===== config.mk =====
export PLATFORM = sky130hd
export DESIGN_NAME = mailbox_queue_ephemeral_evict
export DESIGN_NICKNAME = d
export VERILOG_FILES = /design/src/rtl/core/mqee_pkg.sv /design/src/rtl/core/mqee_ctrl.sv /design/src/rtl/core/mqee_dp.sv /design/src/rtl/core/mailbox_queue_ephemeral_evict.sv
export SDC_FILE = /design/constraint.sdc
export NUM_CORES = 2
export LEC_CHECK = 0
export ABC_AREA = 0
export BUFFER_PORTS_ARGS = -buffer_cell sky130_fd_sc_hd__buf_2
export CORE_UTILIZATION = 55
export DETAILED_ROUTE_END_ITERATION = 12
export GPL_TIMING_DRIVEN = 0
export PLACE_DENSITY_LB_ADDON = 0.12
export SYNTH_ARGS = -nofsm -noshare
export SYNTH_HDL_FRONTEND = slang
export SYNTH_SLANG_ARGS = --single-unit

===== constraint.sdc =====
create_clock -name clock -period 7.3 [get_ports clock]
set_input_delay 1.095 -clock clock [delete_from_list [all_inputs] [get_ports clock]]
set_output_delay 1.095 -clock clock [all_outputs]
set_load 0.005 [all_outputs]

===== src/rtl/core/mqee_pkg.sv =====
// Package for the ephemeral-evicting mailbox queue.
// Holds request and response payload types, status and opcode codes,
// controller state and command types. No dependencies.
`timescale 1ns / 1ps

package mqee_pkg;

   // Default depth of the queue in entries.
   localparam int MAX_ENTRIES_DEF = 16;

   // Width of the capacity register and its largest value.
   localparam int CAP_W       = 5;
   localparam int CAP_REG_MAX = (2 ** CAP_W) - 1;
   localparam logic [CAP_W-1:0] CAP_RESET = CAP_W'(16);

   // Request opcodes.
   localparam logic [1:0] OP_PUSH    = 2'd0;
   localparam logic [1:0] OP_POP     = 2'd1;
   localparam logic [1:0] OP_REQUEUE = 2'd2;

   // Response status codes.
   typedef enum logic [2:0] {
      RS_ACCEPTED = 3'd0,
      RS_EVICTED  = 3'd1,
      RS_FULL     = 3'd2,
      RS_INVALID  = 3'd3,
      RS_EMPTY    = 3'd4,
      RS_REFUSED  = 3'd5
   } status_type;

   // One request as it arrives at the block.
   typedef struct packed {
      logic [1:0]  opcode;
      logic        type_present;
      logic        durable;
      logic [31:0] sequence_req;
      logic [31:0] payload;
   } req_type;

   // One response as it leaves the block.
   typedef struct packed {
      logic [2:0]  status;
      logic        item_valid;
      logic        item_durable;
      logic [31:0] item_sequence;
      logic [31:0] item_payload;
      logic [4:0]  fill_level;
      logic [31:0] dropped_ephemeral_total;
      logic [31:0] rejected_durable_total;
   } rsp_type;

   // Controller states.
   typedef enum logic [1:0] {
      S_IDLE,
      S_SEARCH,
      S_EXEC
   } state_type;

   // Queue operations that the datapath carries out.
   typedef enum logic [2:0] {
      ACT_NONE,
      ACT_PUSH,
      ACT_EVICT_PUSH,
      ACT_POP,
      ACT_REQUEUE
   } act_type;

   // Commands from the controller to the datapath.
   typedef struct packed {
      logic       load;
      logic       search;
      logic       exec;
      act_type    act;
      status_type status;
      logic       inc_drop;
      logic       inc_reject;
   } cmd_type;

   // Status from the datapath to the controller.
   typedef struct packed {
      logic [1:0] opcode;
      logic       req_durable;
      logic       event_ok;
      logic       at_cap;
      logic       over_cap;
      logic       empty;
      logic       evict_found;
   } dp_stat_type;

   // Saturating increment of a 32-bit counter.
   function automatic logic [31:0] sat_inc(input logic [31:0] value);
      return (value == '1) ? value : value + 32'd1;
   endfunction

endpackage


===== src/rtl/core/mqee_ctrl.sv =====
// Controller state machine of the mailbox queue.
// Sequences capture, eviction search and execution; decides each request.
// Depends on mqee_pkg.
`timescale 1ns / 1ps

module mqee_ctrl (
   input  logic                 clock,
   input  logic                 reset,
   input  logic                 start,
   output logic                 busy,
   output logic                 rsp_strobe,
   input  mqee_pkg::dp_stat_type stat,
   output mqee_pkg::cmd_type    cmd
);
   import mqee_pkg::*;

   state_type state_ff;
   state_type state_in;
   logic      strobe_ff;
   logic      strobe_in;

   // State and strobe registers.
   always_ff @(posedge clock) begin
      if (reset) begin
         state_ff  <= S_IDLE;
         strobe_ff <= 1'b0;
      end else begin
         state_ff  <= state_in;
         strobe_ff <= strobe_in;
      end
   end

   // Next state and commands.
   always_comb begin
      state_in       = state_ff;
      strobe_in      = 1'b0;
      cmd            = '0;
      cmd.act        = ACT_NONE;
      cmd.status     = RS_INVALID;
      unique case (state_ff)
         S_IDLE: begin
            if (start) begin
               cmd.load = 1'b1;
               state_in = S_SEARCH;
            end
         end
         S_SEARCH: begin
            cmd.search = 1'b1;
            state_in   = S_EXEC;
         end
         S_EXEC: begin
            cmd.exec  = 1'b1;
            strobe_in = 1'b1;
            state_in  = S_IDLE;
            unique case (stat.opcode)
               OP_PUSH: begin
                  if (!stat.event_ok) begin
                     cmd.status = RS_INVALID;
                  end else if (!stat.at_cap) begin
                     cmd.act    = ACT_PUSH;
                     cmd.status = RS_ACCEPTED;
                  end else if (!stat.req_durable) begin
                     cmd.status   = RS_FULL;
                     cmd.inc_drop = 1'b1;
                  end else if (stat.evict_found) begin
                     cmd.act      = ACT_EVICT_PUSH;
                     cmd.status   = RS_EVICTED;
                     cmd.inc_drop = 1'b1;
                  end else begin
                     cmd.status     = RS_FULL;
                     cmd.inc_reject = 1'b1;
                  end
               end
               OP_POP: begin
                  if (stat.empty) begin
                     cmd.status = RS_EMPTY;
                  end else begin
                     cmd.act    = ACT_POP;
                     cmd.status = RS_ACCEPTED;
                  end
               end
               OP_REQUEUE: begin
                  if (!stat.event_ok) begin
                     cmd.status = RS_INVALID;
                  end else if (stat.over_cap) begin
                     cmd.status = RS_REFUSED;
                  end else begin
                     cmd.act    = ACT_REQUEUE;
                     cmd.status = RS_ACCEPTED;
                  end
               end
               default: begin
                  cmd.status = RS_INVALID;
               end
            endcase
         end
         default: begin
            state_in = S_IDLE;
         end
      endcase
   end

   assign busy       = (state_ff != S_IDLE);
   assign rsp_strobe = strobe_ff;

endmodule


===== src/rtl/core/mqee_dp.sv =====
// Datapath of the mailbox queue: shift-cell entry store, capacity register,
// eviction search, saturating counters and the response register.
// Depends on mqee_pkg.
`timescale 1ns / 1ps

module mqee_dp #(
   parameter int MAX_ENTRIES = mqee_pkg::MAX_ENTRIES_DEF
) (
   input  logic                          clock,
   input  logic                          reset,
   input  mqee_pkg::req_type             req_data,
   input  logic                          csr_write_en,
   input  logic [mqee_pkg::CAP_W-1:0]    csr_write_data,
   input  mqee_pkg::cmd_type             cmd,
   output mqee_pkg::dp_stat_type         stat,
   output mqee_pkg::rsp_type             rsp_data
);
   import mqee_pkg::*;

   // The capacity register limits the fill, with one slot more for a requeue, so cells past that are never used.
   localparam int CAP_MAX    = (MAX_ENTRIES < CAP_REG_MAX) ? MAX_ENTRIES : CAP_REG_MAX;
   localparam int SLOT_COUNT = CAP_MAX + 1;
   localparam int CNT_W      = $clog2(SLOT_COUNT + 1);

   typedef struct packed {
      logic        durable;
      logic [31:0] seq;
      logic [31:0] payload;
   } entry_type;

   entry_type              cells_ff [SLOT_COUNT];
   entry_type              cells_in [SLOT_COUNT];
   entry_type              nxt_cell [SLOT_COUNT];
   entry_type              prv_cell [SLOT_COUNT];
   entry_type              new_entry;
   req_type                req_ff;
   logic [CAP_W-1:0]       capacity_ff;
   logic [CNT_W-1:0]       count_ff;
   logic [CNT_W-1:0]       count_in;
   logic [31:0]            dropped_ff;
   logic [31:0]            dropped_in;
   logic [31:0]            rejected_ff;
   logic [31:0]            rejected_in;
   logic [SLOT_COUNT-1:0]  eph_mask;
   logic [SLOT_COUNT-1:0]  shift_mask_ff;
   logic                   found_ff;
   logic [CAP_W-1:0]       cap_lim;
   logic [CNT_W-1:0]       cap_cnt;
   logic                   seq_zero;
   rsp_type                rsp_ff;
   rsp_type                rsp_in;

   // Capacity register and request capture.
   always_ff @(posedge clock) begin
      if (reset) begin
         capacity_ff <= CAP_RESET;
      end else if (csr_write_en) begin
         capacity_ff <= csr_write_data;
      end
   end

   always_ff @(posedge clock) begin
      if (cmd.load) begin
         req_ff <= req_data;
      end
   end

   // Effective capacity: zero acts as one, values past the depth are clamped.
   always_comb begin
      if (capacity_ff > CAP_W'(CAP_MAX)) begin
         cap_lim = CAP_W'(CAP_MAX);
      end else begin
         cap_lim = capacity_ff;
      end
      if (cap_lim == '0) begin
         cap_lim = CAP_W'(1);
      end
      cap_cnt = CNT_W'(cap_lim);
   end

   // Occupied ephemeral cells; x | -x marks the oldest one and all after it.
   always_comb begin
      for (int i = 0; i < SLOT_COUNT; i++) begin
         eph_mask[i] = !cells_ff[i].durable && (CNT_W'(i) < count_ff);
      end
   end

   always_ff @(posedge clock) begin
      if (cmd.search) begin
         shift_mask_ff <= eph_mask | (~eph_mask + SLOT_COUNT'(1));
         found_ff      <= |eph_mask;
      end
   end

   // Status toward the controller.
   assign seq_zero = (req_ff.sequence_req == '0);
   always_comb begin
      stat.opcode      = req_ff.opcode;
      stat.req_durable = req_ff.durable;
      stat.event_ok    = req_ff.type_present && (req_ff.durable != seq_zero);
      stat.at_cap      = (count_ff >= cap_cnt);
      stat.over_cap    = (count_ff > cap_cnt) || (count_ff >= CNT_W'(SLOT_COUNT));
      stat.empty       = (count_ff == '0);
      stat.evict_found = found_ff;
   end

   // Neighbor views of the cells for shifting toward the front or back.
   assign new_entry = '{durable: req_ff.durable, seq: req_ff.sequence_req,
                        payload: req_ff.payload};
   always_comb begin
      for (int i = 0; i < SLOT_COUNT - 1; i++) begin
         nxt_cell[i] = cells_ff[i+1];
      end
      nxt_cell[SLOT_COUNT-1] = cells_ff[SLOT_COUNT-1];
      prv_cell[0] = new_entry;
      for (int i = 1; i < SLOT_COUNT; i++) begin
         prv_cell[i] = cells_ff[i-1];
      end
   end

   // Per-cell update for the selected operation.
   always_comb begin
      count_in = count_ff;
      for (int i = 0; i < SLOT_COUNT; i++) begin
         cells_in[i] = cells_ff[i];
      end
      if (cmd.exec) begin
         case (cmd.act)
            ACT_PUSH: begin
               count_in = count_ff + CNT_W'(1);
               for (int i = 0; i < SLOT_COUNT; i++) begin
                  if (CNT_W'(i) == count_ff) begin
                     cells_in[i] = new_entry;
                  end
               end
            end
            ACT_EVICT_PUSH: begin
               for (int i = 0; i < SLOT_COUNT; i++) begin
                  if (CNT_W'(i + 1) == count_ff) begin
                     cells_in[i] = new_entry;
                  end else if (shift_mask_ff[i]) begin
                     cells_in[i] = nxt_cell[i];
                  end
               end
            end
            ACT_POP: begin
               count_in = count_ff - CNT_W'(1);
               for (int i = 0; i < SLOT_COUNT; i++) begin
                  cells_in[i] = nxt_cell[i];
               end
            end
            ACT_REQUEUE: begin
               count_in = count_ff + CNT_W'(1);
               for (int i = 0; i < SLOT_COUNT; i++) begin
                  cells_in[i] = prv_cell[i];
               end
            end
            default: begin
               count_in = count_ff;
            end
         endcase
      end
   end

   always_ff @(posedge clock) begin
      for (int i = 0; i < SLOT_COUNT; i++) begin
         cells_ff[i] <= cells_in[i];
      end
   end

   // Fill count and saturating drop and reject counters.
   always_comb begin
      dropped_in  = dropped_ff;
      rejected_in = rejected_ff;
      if (cmd.exec && cmd.inc_drop) begin
         dropped_in = sat_inc(dropped_ff);
      end
      if (cmd.exec && cmd.inc_reject) begin
         rejected_in = sat_inc(rejected_ff);
      end
   end

   always_ff @(posedge clock) begin
      if (reset) begin
         count_ff    <= '0;
         dropped_ff  <= '0;
         rejected_ff <= '0;
      end else begin
         count_ff    <= count_in;
         dropped_ff  <= dropped_in;
         rejected_ff <= rejected_in;
      end
   end

   // Response register, loaded when a request executes.
   always_comb begin
      rsp_in        = '0;
      rsp_in.status = cmd.status;
      if (cmd.act == ACT_POP) begin
         rsp_in.item_valid    = 1'b1;
         rsp_in.item_durable  = cells_ff[0].durable;
         rsp_in.item_sequence = cells_ff[0].seq;
         rsp_in.item_payload  = cells_ff[0].payload;
      end
      rsp_in.fill_level              = 5'(count_in);
      rsp_in.dropped_ephemeral_total = dropped_in;
      rsp_in.rejected_durable_total  = rejected_in;
   end

   always_ff @(posedge clock) begin
      if (cmd.exec) begin
         rsp_ff <= rsp_in;
      end
   end

   assign rsp_data = rsp_ff;

endmodule


===== src/rtl/core/mailbox_queue_ephemeral_evict.sv =====
// Each request passes the accepting edge, then a search state in which the
// datapath marks the oldest queued ephemeral entry, then an execute state in
// which the controller decides and the shift cells move. The response shows on
// rsp_data with rsp_strobe high for exactly one cycle; both are registered as
// the execute state ends, and busy is already low then, so the next request
// can be taken while the response is out. No new request is accepted while
// busy is high. The receiver cannot stall: it must take each response in its
// one strobe cycle. Capacity may be written only while busy is low and no
// response is pending.
//
// Top level of the mailbox queue with ephemeral eviction.
// Depends on mqee_pkg, mqee_ctrl and mqee_dp.
`timescale 1ns / 1ps

module mailbox_queue_ephemeral_evict #(
   parameter int MAX_ENTRIES = mqee_pkg::MAX_ENTRIES_DEF
) (
   input  logic                       clock,
   input  logic                       reset,
   input  logic                       start,
   output logic                       busy,
   input  mqee_pkg::req_type          req_data,
   output logic                       rsp_strobe,
   output mqee_pkg::rsp_type          rsp_data,
   input  logic                       csr_write_en,
   input  logic [mqee_pkg::CAP_W-1:0] csr_write_data
);
   import mqee_pkg::*;

   cmd_type     cmd;
   dp_stat_type stat;

   // Controller.
   mqee_ctrl u_ctrl (
      .clock      (clock),
      .reset      (reset),
      .start      (start),
      .busy       (busy),
      .rsp_strobe (rsp_strobe),
      .stat       (stat),
      .cmd        (cmd)
   );

   // Datapath.
   mqee_dp #(
      .MAX_ENTRIES (MAX_ENTRIES)
   ) u_dp (
      .clock          (clock),
      .reset          (reset),
      .req_data       (req_data),
      .csr_write_en   (csr_write_en),
      .csr_write_data (csr_write_data),
      .cmd            (cmd),
      .stat           (stat),
      .rsp_data       (rsp_data)
   );

endmodule


Word-level counts from Yosys, hierarchy flattened
Memories as Yosys holds them, arrays and structs flattened.
Cells that the tools add are included.
- bits in registers: 300
- input port bits: 77
- memories kept: 1
- memory bits (writable): 1105
- output and inout port bits: 140
- memory list (name ; words ; width ; rd ports ; clocked after memory_dff ; wr ports ; line ; RTL):
    u_dp.cells_ff ; 17 ; 65 ; 17 ; 0 ; 17 ; mqee_dp.sv:31 ; entry_type cells_ff [SLOT_COUNT];
- $add $sub $neg: 5
- bitwise gates (word level): 2
- muxes and demuxes: 89
- eq/ne operators: 29
- reduce and logical (&&, ||, !) cells: 46
- order comparisons: 21
- operators by type and width (kind ; count):
    $pmux W1105 S4 ; 1
    $mux W65 ; 50
    $mux W1105 ; 1
    $mux W32 ; 4
    $mux W66 ; 1
    $add A32 B1 Y32 const B ; 2
    $eq A32 B32 Y1 const B ; 2
    $eq A4 B5 Y1 const A ; 8
    $lt A4 B5 Y1 const A ; 8
    $logic_not A32 Y1 ; 1
    $mux W3 ; 8
    $eq A3 B5 Y1 const A ; 4
    $logic_and A1 B1 Y1 ; 20
    $lt A3 B5 Y1 const A ; 4
    $pmux W3 S3 ; 2
    $logic_not A1 Y1 ; 17
    $reduce_or A17 Y1 ; 1
    $add A16 B1 Y16 const B ; 1
    $not A16 Y16 ; 1
    $or A16 B16 Y16 ; 1
    $mux W5 ; 3
    $mux W2 ; 7
    $eq A2 B5 Y1 const A ; 2
    $eq A5 B5 Y1 const A ; 2
    28 further kinds ; 41

Logic depth before layout (Yosys ltp)
- word-level depth: 14
- depth in mapped cells: 14

Hierarchy
A second synthesis with hierarchy kept.
- cells, all modules: 4768
- area total of the unflattened synthesis: 63084.3 µm²
- by module, submodules not included (module ; cells each ; instances ; area each (µm²)):
    mqee_dp ; 4729 ; 1 ; 62800.2
    mqee_ctrl ; 39 ; 1 ; 284.0

Worst setup path before layout
OpenSTA, ideal clock, no wires.
- path kind: register -> register
- start: reg u_dp.count_ff[0] (netlist name)
- end: mem u_dp.cells_ff[0][1040] (netlist bit), enable pin
- cell stages (with the launch flop): 11
- data required time: 6.790 ns
- period minus slack after synthesis: 6.226 ns
- setup slack: 1.074 ns
- arrival time: 5.717 ns
- library setup time: 0.510 ns
- buffers on the path: 2
- cells stage by stage: dfxtp_1 -> clkbuf_1 -> inv_1 -> ha_1 -> nand2b_1 -> a21oi_1 -> o21a_1 -> nor4_2 -> clkbuf_1 -> nand4_1 -> a21oi_1
- RTL lines (what ; line):
    end: declaration ; mqee_dp.sv:31

==> reports/qor.json <==
{
  "finalSetupViolations": 0,
  "n_fill_cell": 8988,
  "tritoncts": "done",
  "synth_top_cells_by_area": "sky130_fd_sc_hd__edfxtp_1, sky130_fd_sc_hd__a221o_1, sky130_fd_sc_hd__a22oi_1, sky130_fd_sc_hd__and2_1, sky130_fd_sc_hd__nor2b_1",
  "global_route.overflow_total": 0,
  "design_power_total_mw": 17.3,
  "site_rows": 124,
  "routed_via_density": 7.36,
  "cp_data_arrival_time_ns": 6.76,
  "placedInstanceArea_sq_um": 67300,
  "synthesis.area_per_instance_sq_um": 13.3,
  "clock_tree.buffer_depth": 3,
  "synthDominantCellAreaShare_pct": 63.0,
  "max_cap_violations": 7,
  "post-route-drc-count": 0,
  "end_kind": "flip-flop",
  "achievable-frequency_ghz": 0.164,
  "max_slew_margin_pct": -11.2,
  "dp.final_hpwl_um": 193000,
  "number_of_global_route_vias_before_repair": 47764,
  "grt_use_total_pct": 43.4,
  "leading_area_contributor_after_synthesis": "sky130_fd_sc_hd__edfxtp_1",
  "place_worst_setup_slack_ns": 1.10,
  "core_sq_um": 114000,
  "tightestPinTransition_ns": 1.67,
  "clk_pin_slew_worst_paths_ns": 0.06,
  "violations": "capacitance limit, slew limit",
  "clkSinkCount": 1405,
  "power_leakage_nw": 23.2,
  "die_y_um": 341,
  "antenna_found_initial": 17,
  "gpl.final_weighted_congestion": 1.01,
  "detail_route.first_pass.iterations": 7,
  "route.vias.total": 50131,
  "die-area_sq_um": 116000,
  "synth-edff-count": 1328,
  "final.min_clock_period_ns": 6.11,
  "synth-async-reset-ratio_pct": 0,
  "ir_drop_mv": 0.255,
  "run_status": "complete, but fails checks",
  "io_buffer_count": 215,
  "wl_per_cell_um": 37.8,
  "worst_hold_slack_ns": 0.453,
  "post_cts_resize_count": 0,
  "layout.area.seq_sq_um": 41400,
  "final-hold-violation-count": 0,
  "final_antenna_net_count": 0,
  "number_of_register_bits_inferred_by_synthesis": 1405,
  "post_synth_inst_count": 4749,
  "post-cts-setup-buffer-count": 0,
  "place_inst": 6520,
  "multi_input_area_sq_um": 20100,
  "hold_path_class": "input port to flip-flop",
  "floorplan.initialDensity_pct": 55.4,
  "area_growth_syn_to_layout_pct": 13.9,
  "grt_pass1_wl_um": 352000,
  "final_instance_count_without_filler_cells": 6810,
  "timing.critical_path.fanout_max": 10,
  "netlist_area_sq_um": 63300,
  "ys_warn_count": 0,
  "grt_setup_unrepaired": "no",
  "synthFlopType": "sky130_fd_sc_hd__edfxtp_1",
  "slew_violations": 66,
  "detail_route.wirelength_um": 258000,
  "die_width_um": 341,
  "final_min_period_over_clock_period_pct": 83.6,
  "startpoint_type": "flip-flop",
  "synthesis.nets": 4838,
  "num_io_pins": 217,
  "initialDrtViolationCount": 8609,
  "cp.required_ns": 7.95,
  "clockRootBuffer": "sky130_fd_sc_hd__clkbuf_16",
  "clk_latency_ns": 0.83,
  "stdcell_area_sq_um": 72100,
  "timing.setup.critical_path_class": "flip-flop to flip-flop",
  "ctsHoldBuffers": 0,
  "cts-buffers-inserted": 150,
  "ratio_of_cells_with_drive_above_1_in_the_final_layout_pct": 11.4,
  "seq_area_frac_synth_pct": 65.4,
  "final.setup.worst_slack_ns": 1.19,
  "synth.distinct_cells": 57,
  "largest_net_degree_at_the_start_of_global_routing": 66,
  "cts.htree.levels": 4,
  "power_per_cell_area_nw_per_um2": 240,
  "design.final.nets": 5250,
  "finClkSkew_ns": 0.0374
}
## final timing paths
path                                           from                    end  slack (ns)  depth (start not counted)
worst max-delay path             u_dp.new_entry[32]  u_dp.cells_ff[0][464]        1.19                         10
worst min-delay path                   req_data[15]     u_dp.new_entry[15]        0.45                          1
worst max register to register   u_dp.new_entry[32]  u_dp.cells_ff[0][464]        1.19                         10
worst min register to register  u_dp.capacity_ff[1]    u_dp.capacity_ff[1]        0.53                          2
## where the power goes
part / internal [mW] / switching, mW / total, mW
clock: 4.25 / 3.37 / 7.62
combinational: 0.280 / 0.472 / 0.752
sequential: 8.90 / 0.0464 / 8.95
total: 13.4 / 3.89 / 17.3
## area by class of cell
type	instances	area share (%)
diodes	14	0.0486
plain buffers	438	2.31
clock buffers	190	5.56
clock inverters	85	0.999
inverters	86	0.448
multi-input cells	2820	27.9
flip-flops and latches	1405	57.4
well taps	1512	2.62
repair buffers	260	2.71
## cells in the mapped netlist (2+ instances only)
| cell | number |
|---|---|
| sky130_fd_sc_hd__inv_1 | 83 |
| sky130_fd_sc_hd__or3_1 | 8 |
| sky130_fd_sc_hd__xor2_1 | 9 |
| sky130_fd_sc_hd__o21ai_1 | 8 |
| sky130_fd_sc_hd__clkbuf_1 | 389 |
| sky130_fd_sc_hd__nor2_1 | 63 |
| sky130_fd_sc_hd__buf_1 | 39 |
| sky130_fd_sc_hd__nor3b_1 | 2 |
| sky130_fd_sc_hd__nor4_1 | 17 |
| sky130_fd_sc_hd__a32oi_1 | 3 |
| sky130_fd_sc_hd__nand2_1 | 141 |
| sky130_fd_sc_hd__buf_2 | 9 |
| sky130_fd_sc_hd__a21oi_2 | 5 |
| sky130_fd_sc_hd__or2_2 | 5 |
| sky130_fd_sc_hd__a21o_1 | 4 |
| sky130_fd_sc_hd__a221o_1 | 578 |
| sky130_fd_sc_hd__nor2b_1 | 328 |
| sky130_fd_sc_hd__a211oi_1 | 2 |
| sky130_fd_sc_hd__a22oi_1 | 384 |
| sky130_fd_sc_hd__nand2_2 | 6 |
| sky130_fd_sc_hd__a2111oi_0 | 3 |
| sky130_fd_sc_hd__o21ai_0 | 402 |
| sky130_fd_sc_hd__nand2b_1 | 13 |
| sky130_fd_sc_hd__o31ai_1 | 64 |
| sky130_fd_sc_hd__ha_1 | 12 |
| sky130_fd_sc_hd__o211ai_1 | 20 |
| sky130_fd_sc_hd__and3_1 | 85 |
| sky130_fd_sc_hd__nor3_1 | 37 |
| sky130_fd_sc_hd__nand4b_1 | 2 |
| sky130_fd_sc_hd__and4_1 | 2 |
| sky130_fd_sc_hd__xnor2_1 | 54 |
| sky130_fd_sc_hd__or4_1 | 3 |
| sky130_fd_sc_hd__o21a_1 | 7 |
| sky130_fd_sc_hd__nand4_1 | 38 |
| sky130_fd_sc_hd__and2_0 | 2 |
| sky130_fd_sc_hd__and2_1 | 330 |
| sky130_fd_sc_hd__o31a_1 | 2 |
| sky130_fd_sc_hd__dfxtp_1 | 77 |
| sky130_fd_sc_hd__clkinv_1 | 2 |
| sky130_fd_sc_hd__mux2i_1 | 4 |
| sky130_fd_sc_hd__mux2_2 | 68 |
| sky130_fd_sc_hd__o21bai_1 | 2 |
| sky130_fd_sc_hd__edfxtp_1 | 1328 |
| sky130_fd_sc_hd__a21oi_1 | 57 |
| sky130_fd_sc_hd__nand3_1 | 40 |
## worst max-delay path: stages, from the launching register on
cell,delay (ns)
sky130_fd_sc_hd__edfxtp_1,0.42
sky130_fd_sc_hd__nor4_1,0.54
sky130_fd_sc_hd__nand4_1,0.56
sky130_fd_sc_hd__or3_1,0.60
sky130_fd_sc_hd__a2111oi_4,0.71
sky130_fd_sc_hd__buf_6,0.28
sky130_fd_sc_hd__buf_2,0.38
sky130_fd_sc_hd__clkbuf_1,0.82
sky130_fd_sc_hd__clkbuf_1,1.21
sky130_fd_sc_hd__a22oi_1,0.26
sky130_fd_sc_hd__o21ai_0,0.13
## layout by cell type, fill, tap and decap left out, types with 8 or more instances in the layout
master / n
sky130_fd_sc_hd__a21oi_1: 49
sky130_fd_sc_hd__o211ai_1: 20
sky130_fd_sc_hd__bufinv_16: 10
sky130_fd_sc_hd__and2_1: 330
sky130_fd_sc_hd__or3_1: 8
sky130_fd_sc_hd__nand2_1: 141
sky130_fd_sc_hd__nand3_1: 40
sky130_fd_sc_hd__a21oi_2: 9
sky130_fd_sc_hd__inv_1: 83
sky130_fd_sc_hd__a22oi_1: 384
sky130_fd_sc_hd__nor4_1: 16
sky130_fd_sc_hd__clkbuf_1: 418
sky130_fd_sc_hd__nor3_1: 37
sky130_fd_sc_hd__buf_12: 31
sky130_fd_sc_hd__nor2b_1: 327
sky130_fd_sc_hd__diode_2: 14
sky130_fd_sc_hd__o21ai_0: 402
sky130_fd_sc_hd__o31ai_1: 64
sky130_fd_sc_hd__a221o_1: 578
sky130_fd_sc_hd__clkinv_1: 31
sky130_fd_sc_hd__xor2_1: 9
sky130_fd_sc_hd__nor2_1: 51
sky130_fd_sc_hd__nor2_4: 12
sky130_fd_sc_hd__dfxtp_1: 77
sky130_fd_sc_hd__clkinv_2: 28
sky130_fd_sc_hd__ha_1: 12
sky130_fd_sc_hd__buf_1: 40
sky130_fd_sc_hd__clkbuf_16: 154
sky130_fd_sc_hd__and3_1: 85
sky130_fd_sc_hd__nand4_1: 38
sky130_fd_sc_hd__nand2b_1: 13
sky130_fd_sc_hd__edfxtp_1: 1328
sky130_fd_sc_hd__xnor2_1: 54
sky130_fd_sc_hd__mux2_2: 68
sky130_fd_sc_hd__buf_2: 225
## flip-flops by register name, summed over array words and instances, names as in the netlist
name	flops
u_ctrl.state_ff	2
u_dp.cells_ff	1105
u_dp.rsp_data	138
u_dp.rejected_ff	32
u_dp.req_ff	1
u_dp.stat	3
u_dp.found_ff	1
u_dp.new_entry	64
u_dp.dropped_ff	32
u_dp.capacity_ff	5
u_dp.count_ff	5
u_dp.shift_mask_ff	16
u_ctrl.rsp_strobe	1
## routing by layer
metal	up-vias	wire length (um)	GRT usage (%)
li1	19773	-	-
met1	25005	89900	55.6
met2	4462	113000	64.3
met3	885	34000	12.2
met4	6	20500	29.7
met5	-	41	0
## cell families (layout without fill, tap and decap cells)
| family | after synthesis | after routing | share of synthesized area [%] |
|---|---|---|---|
| fa+ha+maj | 12 | 12 | 0.237 |
| simple gates | 1124 | 1124 | 10.2 |
| other cells | 0 | 14 | 0 |
| buf+inv | 524 | 1059 | 3.13 |
| mux | 72 | 72 | 1.27 |
| compound gates | 1549 | 1549 | 18.9 |
| flops | 1405 | 1405 | 65.4 |
| xor+xnor | 63 | 63 | 0.872 |
## per-stage QoR
stage	utilization, %	TNS [ns]
2_1_floorplan	-	0
3_3_place_gp	58.0	-2183.77
3_5_place_dp	58.9	0
4_1_cts	63.1	0
5_1_grt	63.1	0
6_report	63.1	0
No activity file was read; power rests on OpenSTA's default activity.
